<file path="src/rtl/core/vca_pkg.sv">
package vca_pkg;

  localparam int unsigned HANDLE_W = 32;
  localparam int unsigned SOUND_W  = 8;
  localparam int unsigned MASK_W   = 8;
  localparam int unsigned CHAN_W   = 3;

  typedef enum logic [2:0] {
    OP_PLAY     = 3'd0,
    OP_STOP     = 3'd1,
    OP_PAUSE    = 3'd2,
    OP_RESUME   = 3'd3,
    OP_QUERY    = 3'd4,
    OP_STOP_ALL = 3'd5,
    OP_TICK     = 3'd6
  } vca_op_e;

  typedef enum logic [2:0] {
    CMD_NONE     = 3'd0,
    CMD_START    = 3'd1,
    CMD_HALT     = 3'd2,
    CMD_PAUSE    = 3'd3,
    CMD_RESUME   = 3'd4,
    CMD_HALT_ALL = 3'd5
  } vca_cmd_e;

  typedef enum logic [1:0] {
    RSN_FREE   = 2'd0,
    RSN_SAME   = 2'd1,
    RSN_LOOP   = 2'd2,
    RSN_OLDEST = 2'd3
  } vca_reason_e;

  typedef enum logic [1:0] {
    VS_STOPPED = 2'd0,
    VS_PLAYING = 2'd1,
    VS_PAUSED  = 2'd2
  } vca_vstate_e;

  typedef enum logic [1:0] {
    ST_IDLE  = 2'd0,
    ST_SCAN  = 2'd1,
    ST_DRAIN = 2'd2,
    ST_APPLY = 2'd3
  } vca_state_e;

  typedef struct packed {
    logic [HANDLE_W-1:0] handle;
    logic [SOUND_W-1:0]  sound;
    logic                looping;
    logic                paused;
  } vca_entry_t;

  typedef struct packed {
    logic start;
    logic sample;
    logic slot_valid;
  } vca_scan_ctl_t;

endpackage

</file>
<file path="src/rtl/core/vca_scan.sv">
module vca_scan #(
  parameter int unsigned IDX_W = 3
) (
  input  logic                          clk_i,
  input  logic                          rst_ni,
  input  vca_pkg::vca_scan_ctl_t        ctl_i,
  input  logic [IDX_W-1:0]              idx_i,
  input  vca_pkg::vca_entry_t           entry_i,
  input  logic [vca_pkg::SOUND_W-1:0]   sound_i,
  input  logic [vca_pkg::HANDLE_W-1:0]  target_i,
  output logic                          free_found_o,
  output logic [IDX_W-1:0]              free_idx_o,
  output logic                          same_found_o,
  output logic [IDX_W-1:0]              same_idx_o,
  output logic                          loop_found_o,
  output logic [IDX_W-1:0]              loop_idx_o,
  output logic                          any_found_o,
  output logic [IDX_W-1:0]              any_idx_o,
  output logic                          match_found_o,
  output logic [IDX_W-1:0]              match_idx_o,
  output vca_pkg::vca_entry_t           match_entry_o
);

  logic                         free_found_q, same_found_q, loop_found_q;
  logic                         any_found_q, match_found_q;
  logic [IDX_W-1:0]             free_idx_q, same_idx_q, loop_idx_q, any_idx_q, match_idx_q;
  logic [vca_pkg::HANDLE_W-1:0] same_h_q, loop_h_q, any_h_q;
  vca_pkg::vca_entry_t          match_entry_q;
  logic                         live;
  logic                         take_free, take_same, take_loop, take_any, take_match;

  assign live       = ctl_i.slot_valid;
  assign take_free  = !live && !free_found_q;
  assign take_same  = live && (entry_i.sound == sound_i)
                      && (!same_found_q || (entry_i.handle < same_h_q));
  assign take_loop  = live && entry_i.looping
                      && (!loop_found_q || (entry_i.handle < loop_h_q));
  assign take_any   = live && (!any_found_q || (entry_i.handle < any_h_q));
  assign take_match = live && (entry_i.handle == target_i) && !match_found_q;

  always_ff @(posedge clk_i or negedge rst_ni) begin
    if (!rst_ni) begin
      free_found_q  <= 1'b0;
      same_found_q  <= 1'b0;
      loop_found_q  <= 1'b0;
      any_found_q   <= 1'b0;
      match_found_q <= 1'b0;
    end else if (ctl_i.start) begin
      free_found_q  <= 1'b0;
      same_found_q  <= 1'b0;
      loop_found_q  <= 1'b0;
      any_found_q   <= 1'b0;
      match_found_q <= 1'b0;
    end else if (ctl_i.sample) begin
      if (take_free) free_found_q <= 1'b1;
      if (take_same) same_found_q <= 1'b1;
      if (take_loop) loop_found_q <= 1'b1;
      if (take_any) any_found_q <= 1'b1;
      if (take_match) match_found_q <= 1'b1;
    end
  end

  always_ff @(posedge clk_i) begin
    if (ctl_i.sample && !ctl_i.start) begin
      if (take_free) free_idx_q <= idx_i;
      if (take_same) begin
        same_idx_q <= idx_i;
        same_h_q   <= entry_i.handle;
      end
      if (take_loop) begin
        loop_idx_q <= idx_i;
        loop_h_q   <= entry_i.handle;
      end
      if (take_any) begin
        any_idx_q <= idx_i;
        any_h_q   <= entry_i.handle;
      end
      if (take_match) begin
        match_idx_q   <= idx_i;
        match_entry_q <= entry_i;
      end
    end
  end

  assign free_found_o  = free_found_q;
  assign free_idx_o    = free_idx_q;
  assign same_found_o  = same_found_q;
  assign same_idx_o    = same_idx_q;
  assign loop_found_o  = loop_found_q;
  assign loop_idx_o    = loop_idx_q;
  assign any_found_o   = any_found_q;
  assign any_idx_o     = any_idx_q;
  assign match_found_o = match_found_q;
  assign match_idx_o   = match_idx_q;
  assign match_entry_o = match_entry_q;

endmodule

</file>
<file path="src/rtl/core/voice_channel_allocator.sv">
// Play, stop, pause, resume and query read every channel entry from the
// channel memory, one per cycle in the scan state, then pass the drain and
// apply states. Stop-all, tick and unused codes touch only the valid bits
// in apply. Requests are taken only when idle; apply waits on out_ready_i.
// Reset clears valid bits, handle counter and control at once; no memory
// sweep is needed.
module voice_channel_allocator #(
  parameter int unsigned CHANNELS = 8
) (
  input  logic        clk_i,
  input  logic        rst_ni,
  input  logic        in_valid_i,
  output logic        in_ready_o,
  input  logic [2:0]  operation_i,
  input  logic [7:0]  sound_id_i,
  input  logic        loop_request_i,
  input  logic [31:0] target_handle_i,
  input  logic [7:0]  playing_mask_i,
  output logic        out_valid_o,
  input  logic        out_ready_i,
  output logic [31:0] new_handle_o,
  output logic [2:0]  channel_used_o,
  output logic [1:0]  steal_reason_o,
  output logic [2:0]  mixer_command_o,
  output logic        handle_unknown_o,
  output logic [1:0]  voice_state_o
);

  localparam int unsigned IDX_W  = (CHANNELS > 1) ? $clog2(CHANNELS) : 1;
  localparam int unsigned TICK_N = (CHANNELS < 8) ? CHANNELS : 8;
  localparam logic [IDX_W-1:0] LAST_IDX = IDX_W'(CHANNELS - 1);

  vca_pkg::vca_state_e                 state_q, state_d;
  logic [IDX_W-1:0]                    idx_q, idx_d;
  logic [IDX_W-1:0]                    rd_idx_q;
  logic                                rd_pend_q;
  logic [CHANNELS-1:0]                 valid_q, valid_d;
  logic [vca_pkg::HANDLE_W-1:0]        cnt_q, cnt_d, play_cnt;

  vca_pkg::vca_entry_t                 mem [CHANNELS];
  vca_pkg::vca_entry_t                 rdata_q;
  logic                                mem_we;
  logic [IDX_W-1:0]                    mem_waddr;
  vca_pkg::vca_entry_t                 mem_wdata;

  vca_pkg::vca_op_e                    op_in, op_q;
  logic [vca_pkg::SOUND_W-1:0]         sound_q;
  logic                                loop_q;
  logic [vca_pkg::HANDLE_W-1:0]        target_q;
  logic [vca_pkg::MASK_W-1:0]          mask_q;
  logic                                accept, scan_op, out_load;

  vca_pkg::vca_scan_ctl_t              scan_ctl;
  logic                                free_found, same_found, loop_found, any_found;
  logic                                match_found;
  logic [IDX_W-1:0]                    free_idx, same_idx, loop_idx, any_idx, match_idx;
  vca_pkg::vca_entry_t                 match_entry;

  logic [IDX_W-1:0]                    vic_idx, sel_idx;
  vca_pkg::vca_reason_e                vic_reason;
  logic [IDX_W+2:0]                    sel_ext;

  logic                                out_valid_q, out_valid_d;
  logic [vca_pkg::HANDLE_W-1:0]        new_handle_q, new_handle_d;
  logic [vca_pkg::CHAN_W-1:0]          chan_q, chan_d;
  vca_pkg::vca_reason_e                reason_q, reason_d;
  vca_pkg::vca_cmd_e                   cmd_q, cmd_d;
  logic                                unknown_q, unknown_d;
  vca_pkg::vca_vstate_e                vstate_q, vstate_d;

  assign op_in   = vca_pkg::vca_op_e'(operation_i);
  assign scan_op = (op_in == vca_pkg::OP_PLAY) || (op_in == vca_pkg::OP_STOP)
                   || (op_in == vca_pkg::OP_PAUSE) || (op_in == vca_pkg::OP_RESUME)
                   || (op_in == vca_pkg::OP_QUERY);
  assign in_ready_o = (state_q == vca_pkg::ST_IDLE);
  assign accept     = in_valid_i && in_ready_o;
  assign out_load   = (state_q == vca_pkg::ST_APPLY) && (!out_valid_q || out_ready_i);

  vca_scan #(
    .IDX_W(IDX_W)
  ) u_scan (
    .clk_i        (clk_i),
    .rst_ni       (rst_ni),
    .ctl_i        (scan_ctl),
    .idx_i        (rd_idx_q),
    .entry_i      (rdata_q),
    .sound_i      (sound_q),
    .target_i     (target_q),
    .free_found_o (free_found),
    .free_idx_o   (free_idx),
    .same_found_o (same_found),
    .same_idx_o   (same_idx),
    .loop_found_o (loop_found),
    .loop_idx_o   (loop_idx),
    .any_found_o  (any_found),
    .any_idx_o    (any_idx),
    .match_found_o(match_found),
    .match_idx_o  (match_idx),
    .match_entry_o(match_entry)
  );

  always_comb begin
    if (free_found) begin
      vic_idx    = free_idx;
      vic_reason = vca_pkg::RSN_FREE;
    end else if (same_found) begin
      vic_idx    = same_idx;
      vic_reason = vca_pkg::RSN_SAME;
    end else if (loop_found) begin
      vic_idx    = loop_idx;
      vic_reason = vca_pkg::RSN_LOOP;
    end else if (any_found) begin
      vic_idx    = any_idx;
      vic_reason = vca_pkg::RSN_OLDEST;
    end else begin
      vic_idx    = '0;
      vic_reason = vca_pkg::RSN_FREE;
    end
  end

  assign sel_idx  = (op_q == vca_pkg::OP_PLAY) ? vic_idx : match_idx;
  assign sel_ext  = {3'b000, sel_idx};
  assign play_cnt = ((cnt_q + 32'd1) == '0) ? 32'd1 : (cnt_q + 32'd1);

  always_comb begin
    state_d             = state_q;
    idx_d               = idx_q;
    valid_d             = valid_q;
    cnt_d               = cnt_q;
    mem_we              = 1'b0;
    mem_waddr           = sel_idx;
    mem_wdata           = match_entry;
    scan_ctl.start      = accept;
    scan_ctl.sample     = rd_pend_q;
    scan_ctl.slot_valid = valid_q[rd_idx_q];
    out_valid_d         = out_valid_q && !out_ready_i;
    new_handle_d        = new_handle_q;
    chan_d              = chan_q;
    reason_d            = reason_q;
    cmd_d               = cmd_q;
    unknown_d           = unknown_q;
    vstate_d            = vstate_q;

    case (state_q)
      vca_pkg::ST_IDLE: begin
        if (accept) begin
          idx_d   = '0;
          state_d = scan_op ? vca_pkg::ST_SCAN : vca_pkg::ST_APPLY;
        end
      end
      vca_pkg::ST_SCAN: begin
        if (idx_q == LAST_IDX) begin
          state_d = vca_pkg::ST_DRAIN;
        end else begin
          idx_d = idx_q + 1'b1;
        end
      end
      vca_pkg::ST_DRAIN: begin
        state_d = vca_pkg::ST_APPLY;
      end
      vca_pkg::ST_APPLY: begin
        if (out_load) begin
          out_valid_d  = 1'b1;
          new_handle_d = '0;
          chan_d       = '0;
          reason_d     = vca_pkg::RSN_FREE;
          cmd_d        = vca_pkg::CMD_NONE;
          unknown_d    = 1'b0;
          vstate_d     = vca_pkg::VS_STOPPED;
          state_d      = vca_pkg::ST_IDLE;
          case (op_q)
            vca_pkg::OP_PLAY: begin
              mem_we            = 1'b1;
              mem_wdata.handle  = play_cnt;
              mem_wdata.sound   = sound_q;
              mem_wdata.looping = loop_q;
              mem_wdata.paused  = 1'b0;
              valid_d[vic_idx]  = 1'b1;
              cnt_d             = play_cnt;
              new_handle_d      = play_cnt;
              chan_d            = sel_ext[2:0];
              reason_d          = vic_reason;
              cmd_d             = vca_pkg::CMD_START;
            end
            vca_pkg::OP_STOP: begin
              if (!match_found) begin
                unknown_d = 1'b1;
              end else begin
                valid_d[match_idx] = 1'b0;
                chan_d             = sel_ext[2:0];
                cmd_d              = vca_pkg::CMD_HALT;
              end
            end
            vca_pkg::OP_PAUSE: begin
              if (!match_found) begin
                unknown_d = 1'b1;
              end else begin
                chan_d = sel_ext[2:0];
                if (!match_entry.paused) begin
                  mem_we           = 1'b1;
                  mem_wdata.paused = 1'b1;
                  cmd_d            = vca_pkg::CMD_PAUSE;
                end
              end
            end
            vca_pkg::OP_RESUME: begin
              if (!match_found) begin
                unknown_d = 1'b1;
              end else begin
                chan_d = sel_ext[2:0];
                if (match_entry.paused) begin
                  mem_we           = 1'b1;
                  mem_wdata.paused = 1'b0;
                  cmd_d            = vca_pkg::CMD_RESUME;
                end
              end
            end
            vca_pkg::OP_QUERY: begin
              if (!match_found) begin
                unknown_d = 1'b1;
              end else begin
                chan_d   = sel_ext[2:0];
                vstate_d = match_entry.paused ? vca_pkg::VS_PAUSED : vca_pkg::VS_PLAYING;
              end
            end
            vca_pkg::OP_STOP_ALL: begin
              valid_d = '0;
              cmd_d   = vca_pkg::CMD_HALT_ALL;
            end
            vca_pkg::OP_TICK: begin
              for (int i = 0; i < TICK_N; i++) begin
                if (!mask_q[i]) valid_d[i] = 1'b0;
              end
            end
            default: begin
            end
          endcase
        end
      end
      default: begin
        state_d = vca_pkg::ST_IDLE;
      end
    endcase
  end

  always_ff @(posedge clk_i or negedge rst_ni) begin
    if (!rst_ni) begin
      state_q     <= vca_pkg::ST_IDLE;
      idx_q       <= '0;
      rd_pend_q   <= 1'b0;
      valid_q     <= '0;
      cnt_q       <= '0;
      out_valid_q <= 1'b0;
    end else begin
      state_q     <= state_d;
      idx_q       <= idx_d;
      rd_pend_q   <= (state_q == vca_pkg::ST_SCAN);
      valid_q     <= valid_d;
      cnt_q       <= cnt_d;
      out_valid_q <= out_valid_d;
    end
  end

  always_ff @(posedge clk_i) begin
    rd_idx_q     <= idx_q;
    new_handle_q <= new_handle_d;
    chan_q       <= chan_d;
    reason_q     <= reason_d;
    cmd_q        <= cmd_d;
    unknown_q    <= unknown_d;
    vstate_q     <= vstate_d;
    if (accept) begin
      op_q     <= op_in;
      sound_q  <= sound_id_i;
      loop_q   <= loop_request_i;
      target_q <= target_handle_i;
      mask_q   <= playing_mask_i;
    end
  end

  always_ff @(posedge clk_i) begin
    if (mem_we) begin
      mem[mem_waddr] <= mem_wdata;
    end
  end

  always_ff @(posedge clk_i) begin
    if (state_q == vca_pkg::ST_SCAN) begin
      rdata_q <= mem[idx_q];
    end
  end

  assign out_valid_o      = out_valid_q;
  assign new_handle_o     = new_handle_q;
  assign channel_used_o   = chan_q;
  assign steal_reason_o   = reason_q;
  assign mixer_command_o  = cmd_q;
  assign handle_unknown_o = unknown_q;
  assign voice_state_o    = vstate_q;

`ifndef SYNTH
  a_start_has_handle: assert property (@(posedge clk_i) disable iff (!rst_ni)
    out_valid_o && (mixer_command_o == vca_pkg::CMD_START) |-> new_handle_o != '0)
    else $error("start issued with zero handle");

  a_unknown_is_quiet: assert property (@(posedge clk_i) disable iff (!rst_ni)
    out_valid_o && handle_unknown_o |->
      (mixer_command_o == vca_pkg::CMD_NONE) && (new_handle_o == '0))
    else $error("unknown handle produced a command");

  a_counter_nonzero: assert property (@(posedge clk_i) disable iff (!rst_ni)
    out_load && (op_q == vca_pkg::OP_PLAY) |=> cnt_q != '0)
    else $error("handle counter zero after play");

  a_write_only_apply: assert property (@(posedge clk_i) disable iff (!rst_ni)
    mem_we |-> state_q == vca_pkg::ST_APPLY)
    else $error("channel memory written outside apply");

  a_no_read_in_idle: assert property (@(posedge clk_i) disable iff (!rst_ni)
    in_ready_o |-> !rd_pend_q)
    else $error("read still pending while idle");
`endif

endmodule
</file>
<file path="config.mk">
export PLATFORM = sky130hd
export DESIGN_NAME = voice_channel_allocator
export DESIGN_NICKNAME = d
export VERILOG_FILES = /design/src/rtl/core/vca_pkg.sv /design/src/rtl/core/vca_scan.sv /design/src/rtl/core/voice_channel_allocator.sv
export SDC_FILE = /design/constraint.sdc
export NUM_CORES = 1
export LEC_CHECK = 0
export ABC_AREA = 1
export BUFFER_PORTS_ARGS = -buffer_cell sky130_fd_sc_hd__buf_4
export CORE_ASPECT_RATIO = 0.5
export CORE_MARGIN = 10
export CORE_UTILIZATION = 25
export CTS_CLUSTER_DIAMETER = 80
export CTS_CLUSTER_SIZE = 28
export DETAILED_ROUTE_END_ITERATION = 12
export GPL_ROUTABILITY_DRIVEN = 0
export HOLD_SLACK_MARGIN = 0.03
export SKIP_CTS_REPAIR_TIMING = 1
export SLEW_MARGIN = 20
export SYNTH_ARGS = -nofsm -noshare
export SYNTH_HDL_FRONTEND = slang
export SYNTH_SLANG_ARGS = --single-unit
</file>
<file path="constraint.sdc">
create_clock -name clk_i -period 3.5 [get_ports clk_i]
set_input_delay 0.175 -clock clk_i [delete_from_list [all_inputs] [get_ports clk_i]]
set_output_delay 0.175 -clock clk_i [all_outputs]
set_load 0.05 [all_outputs]
</file>
Word-level counts from Yosys, hierarchy flattened
Memories as Yosys holds them, arrays and structs flattened. A register that Yosys moved wholly into a read port is not among the register bits.
Index checks and enable logic that the tools add are counted.
{"block": "op_classes", "n_reduce_logical": 69, "bitwise_logic": 4, "magnitude_cmp": 8, "add_sub_neg": 2, "n_eq_ne": 29, "n_mux": 75}
{"operator": "32-bit < comparator", "count": 3}
{"operator": "42-bit two-way mux", "count": 2}
{"operator": "41-bit two-way mux", "count": 1}
{"operator": "1-bit two-way mux", "count": 40}
{"operator": "5-bit AND reduction", "count": 8}
{"operator": "3-bit two-way mux", "count": 11}
{"operator": "32-bit by 1-bit adder with 32-bit output, second input constant", "count": 1}
{"operator": "32-bit equality test", "count": 1}
{"operator": "32-bit zero test", "count": 1}
{"operator": "32-bit two-way mux", "count": 1}
{"operator": "8-bit case mux with 4 select lines", "count": 1}
{"operator": "2-bit AND reduction", "count": 12}
{"operator": "2-bit != test, second input constant", "count": 11}
{"operator": "2-bit two-way mux", "count": 9}
{"operator": "3-bit equality test, second input constant", "count": 5}
{"operator": "3-bit case mux with 5 select lines", "count": 1}
{"operator": "1-bit logical AND", "count": 14}
{"operator": "2-bit nonzero test", "count": 7}
{"operator": "3-bit by 2-bit equality test with 1-bit output, second input constant", "count": 4}
{"operator": "3-bit by 4-bit < comparator with 1-bit output, second input constant", "count": 3}
{"operator": "3-bit case mux with 2 select lines", "count": 2}
{"operator": "1-bit zero test", "count": 9}
{"operator": "3-bit AND reduction", "count": 3}
{"operator": "8-bit AND", "count": 1}
{"operator": "other kinds (22)", "count": 36}
{"block": "word_totals", "ram_bits": 336, "n_memories": 1, "in_bits": 56, "wordCells": 231, "reg_bits": 303, "out_inout_bits": 45}
{"memory": "mem", "depth": 8, "width": 42, "rd": 1, "rd_clocked_by_memory_dff": 1, "wr": 1, "line": "voice_channel_allocator.sv:40", "rtl": "vca_pkg::vca_entry_t mem [CHANNELS];"}

Logic depth before layout (Yosys ltp)
{"block": "depth", "depth_word": 10, "ltp_mapped": 16}

Hierarchy
From an unflattened synthesis, not the netlist that was laid out.
{"block": "unflattened", "cells_unflattened": 2561, "hier_area_um2": 29341.9}
{"mod": "voice_channel_allocator", "area_each_um2": 21205.3, "seq_area_each_um2": 15439.8, "instances": 1, "cells_per_inst": 1813}
{"mod": "vca_scan", "area_each_um2": 8136.6, "seq_area_each_um2": 4719.5, "instances": 1, "cells_per_inst": 748}

Worst setup path before layout
No wires, ideal clock.
{"block": "synth_path", "kind": "register -> register", "startpoint": "register state_q[0]", "endpoint": "register u_scan.match_entry_q (netlist bit u_scan.match_entry_o[0]) (enable)", "period_less_slack_ns": 3.907, "setup_slack_ns": -0.407, "stages_incl_launch_ff": 8, "arrival_ns": 3.460, "setup_ns": 0.447, "required_time_ns": 3.053, "cell_sequence": "dfrtp_1 > inv_1 > ha_1 > nand2_1 > nand2_1 > nor4_1 > nand3_1 > nor2_1"}
{"block": "synth_between", "elab_chain_cells": 5}
{"item": "start, declared", "line": "voice_channel_allocator.sv:33", "rtl": "vca_pkg::vca_state_e state_q, state_d;"}
{"item": "start signal, assigned", "line": "voice_channel_allocator.sv:248", "rtl": "state_q <= vca_pkg::ST_IDLE;"}
{"item": "start signal, assigned", "line": "voice_channel_allocator.sv:255", "rtl": "state_q <= state_d;"}
{"item": "2-bit zero test", "line": "voice_channel_allocator.sv:75", "rtl": "assign in_ready_o = (state_q == vca_pkg::ST_IDLE);"}
{"item": "named net in_ready_o", "line": "voice_channel_allocator.sv:13", "rtl": "output logic in_ready_o,"}
{"item": "1-bit logical AND", "line": "voice_channel_allocator.sv:76", "rtl": "assign accept = in_valid_i && in_ready_o;"}
{"item": "1-bit zero test", "line": "vca_scan.sv:64", "rtl": "if (ctl_i.sample && !ctl_i.start) begin"}
{"item": "1-bit logical AND", "line": "vca_scan.sv:64"}
{"item": "2-bit AND reduction (no source line)"}
{"item": "end signal, assigned", "line": "vca_scan.sv:80", "rtl": "match_entry_q <= entry_i;"}
{"item": "end, declared", "line": "vca_scan.sv:28", "rtl": "vca_pkg::vca_entry_t match_entry_q;"}
The timed path passes the listed nets, and every way through them passes these cells.
A chain may end at the register's enable or synchronous reset.

Worst setup path after layout
{"block": "layout_path", "startpoint": "register, netlist name rdata_q[37]", "endpoint": "register u_scan.match_entry_q (netlist bit u_scan.match_entry_o[20]) (enable)"}
{"block": "layout_between", "elab_chain_cells": 4}
{"item": "32-bit equality test", "line": "vca_scan.sv:39", "rtl": "assign take_match = live && (entry_i.handle == target_i) && !match_found_q;"}
{"item": "1-bit logical AND (2 in a row)", "line": "vca_scan.sv:39"}
{"item": "2-bit AND reduction (no source line)"}
Every way passes these cells.

==> metrics <==
status=finished clean; WHS=46.28 ps; CP max FO=34; worst reg2reg path startpoint=rdata_q[37]; Final nets=2,833; Layout Cells excl Fill=4,232; syn_area_per_cell=11.61 um^2; largest net degree at the start of global routing=171; beginning of the worst hold path=in_valid_i; dominant cell type by area after synthesis=edfxtp_1; Reg2Reg Setup Slack=510 ps; RSZ-0062 raised after global routing=no; commonest cells after routing, fill and taps aside=edfxtp_1, nor2_1, nand2_1, o21ai_0, inv_1; synth unique cells=45; worst vdd ir=482.1 uV; Cell Area, Placed=32,240 um^2; Hold Crit Depth=5; Routed Antenna Nets=0; slowest cell on the critical path=nor3_1; final worst path period share=85.32%; Synth top area share=64.38%; Slew Viols, Final=0; Area Overhead vs Synth=15.81%; post-route cell area=33,810 um^2; critical path's largest stage delay=610 ps; PortBufs=100; Mapped Cells=2,514; crit path launch type=register; CTS tree=done; DR vias/cell=4.576; sequential fraction of the synthesis area=69.04%; min Tclk post-route=2986 ps; commonest non-fill, non-tap cell in the layout=edfxtp_1; Metal-1 WL=33,110 um; DRT iter0 DRCs=2,190; Die H=261.7 um; Inserted Diodes=0; top sig layer=met4; clk buf depth=3; MaxCap Viol Count=0; Setup CP Type=reg2reg; initial antenna violation count=0; IO Pins=101; residual DRC count=0; DR vias=19,364; Fmax=334.9 MHz; WHS Endpoint=u_scan.match_found_o; Mapped Nets=2,670; CTS clk-pin slew, worst paths=110 ps; required time worst endpoint=3830 ps; grt total ovfl=0; GR Util All Layers=10.97%; critical path endpoint category=register; Synth Register Bits=681; post-placement cell count=4,120; Lkg Pwr=0.01251 uW; met3 wire len=5195 um; Worst Hold Class=in2reg; die area=131,700 um^2; CP Cell Sequence=inv_1 > nor2_1 > nor3_1 > nand4_1 > nor4_1 > nand3_1 > nor2_4 > buf_12; DR WL/cell=17.96 um; Sink Count=681; top_reg_cell synth=edfxtp_1; Bufs and invs on worst path=2; Register-to-Register Path Depth=8; Yosys Warn Count=0; Levels on crit path=8; First-pass DRT Iterations=7; Reg2Reg Capture Point=u_scan.match_entry_o[20]; setup violators final=0; Least-Margin Pin Slew=955.4 ps; htree depth=1; Initial Util=25.26%; area of the core=115,600 um^2; Die W=503.3 um; Synth area leaders=edfxtp_1, nor2_1, nand2_1; Total Routed Length=76,010 um; Rel. slew slack=36.31%; Site Rows=88; Post-synth ARST share=7.636%; Num CTS Buffers=31; first-pass GRT wire length=113,100 um; clk_skew=32.89 ps; vias in the first global route=18,331; cell family with most CP delay=simple AND/OR/NAND/NOR gates; power per cell area=660.6 nW/um^2; hpwl dp=52,610 um; Final Hold Viols=0; Post-Syn Area=29,200 um^2; CTS root buf=clkbuf_16; CP arrival=3320 ps; EDFF count, synth=626; share of cells above drive strength 1=9.734%; met2 WL=35,260 um; Worst-Skew Late Latency=650 ps
[area by class of cell]
class / count / area [um^2]
clock buffer: 42 / 817.0
fill: 11674 / 81800
timing repair buffer: 209 / 1892
sequential: 681 / 20160
inverter: 237 / 892.1
multi-input combinational: 1517 / 7920
clock inverter: 16 / 214.0
tap: 1530 / 1914
[stage by stage]
step / util [%] / setup TNS [ps] / power [uW] / setup slack [ps]
6_report: 29.25 / 0 / 22340 / 513.9
2_1_floorplan: - / -25170 / 15340 / -149.8
3_5_place_dp: 27.89 / 0 / 17910 / 597.1
4_1_cts: 28.78 / 0 / 22400 / 591.3
3_3_place_gp: 27.89 / 0 / 17750 / 608.1
5_1_grt: 29.25 / 0 / 23610 / 472.1
[synth_stat cells (3+ instances only)]
cell / instances
a211oi_1: 3
a21oi_1: 76
a31oi_1: 62
buf_1: 9
buf_2: 4
clkbuf_1: 65
dfrtp_1: 52
dfxtp_1: 3
edfxtp_1: 626
ha_1: 100
inv_1: 235
nand2_1: 367
nand2_2: 10
nand2_4: 3
nand3_1: 60
nand3b_1: 3
nand4_1: 22
nor2_1: 415
nor2_2: 8
nor2_4: 8
nor3_1: 22
nor4_1: 9
o2111ai_1: 3
o211ai_1: 7
o21a_1: 3
o21ai_0: 239
o221ai_1: 4
o22ai_1: 45
o311ai_0: 7
or2_2: 10
xnor2_1: 3
xor2_1: 14
[tightest hold or removal path, cell delays in order]
cell	delay [ps]
buf_4	90
nand2_1	100
buf_4	180
nand2_1	60
nand2_1	50
[flip-flops by register name, indices dropped and copies added, names as in the netlist, 8 cells and up]
| signal | count |
|---|---|
| cnt_q | 32 |
| mask_q | 8 |
| mem | 336 |
| new_handle_o | 32 |
| rdata_q | 42 |
| sound_q | 8 |
| target_q | 32 |
| u_scan.any_h_q | 32 |
| u_scan.loop_h_q | 32 |
| u_scan.match_entry_o | 42 |
| u_scan.same_h_q | 32 |
| valid_q | 8 |
[cell families after synthesis]
family / count (synthesis) / synth area share [%]
and+or+nand+nor: 943 / 13.39
DFF: 681 / 69.04
xor gates and xnor gates: 17 / 0.5100
adders and majority gates: 100 / 4.285
AOI/OAI and AO/OA: 457 / 8.652
buffers and inverters: 316 / 4.118
[per-layer routing]
layer | up-vias | GRT usage (%)
met4 | 0 | 3.292
met5 | - | 0
li1 | 9122 | -
met3 | 102 | 1.019
met1 | 9487 | 15.46
met2 | 653 | 17.94
[worst max path at each step]
stage / to / start
3_3_place_gp: u_scan.match_entry_o[0] / rdata_q[37]
2_1_floorplan: mem[1][0] / u_scan.loop_found_o
6_report: u_scan.match_entry_o[20] / rdata_q[37]
5_1_grt: u_scan.match_entry_o[15] / rdata_q[37]
4_1_cts: u_scan.match_entry_o[20] / rdata_q[37]
3_5_place_dp: u_scan.match_entry_o[20] / rdata_q[37]
[power breakdown]
part / switching, uW / total [uW] / internal (uW)
logic: 4540 / 6570 / 2030
clock network: 2590 / 4530 / 1940
registers: 969 / 11200 / 10300
total: 8090 / 22300 / 14200
(Power assumes the default switching activity.)
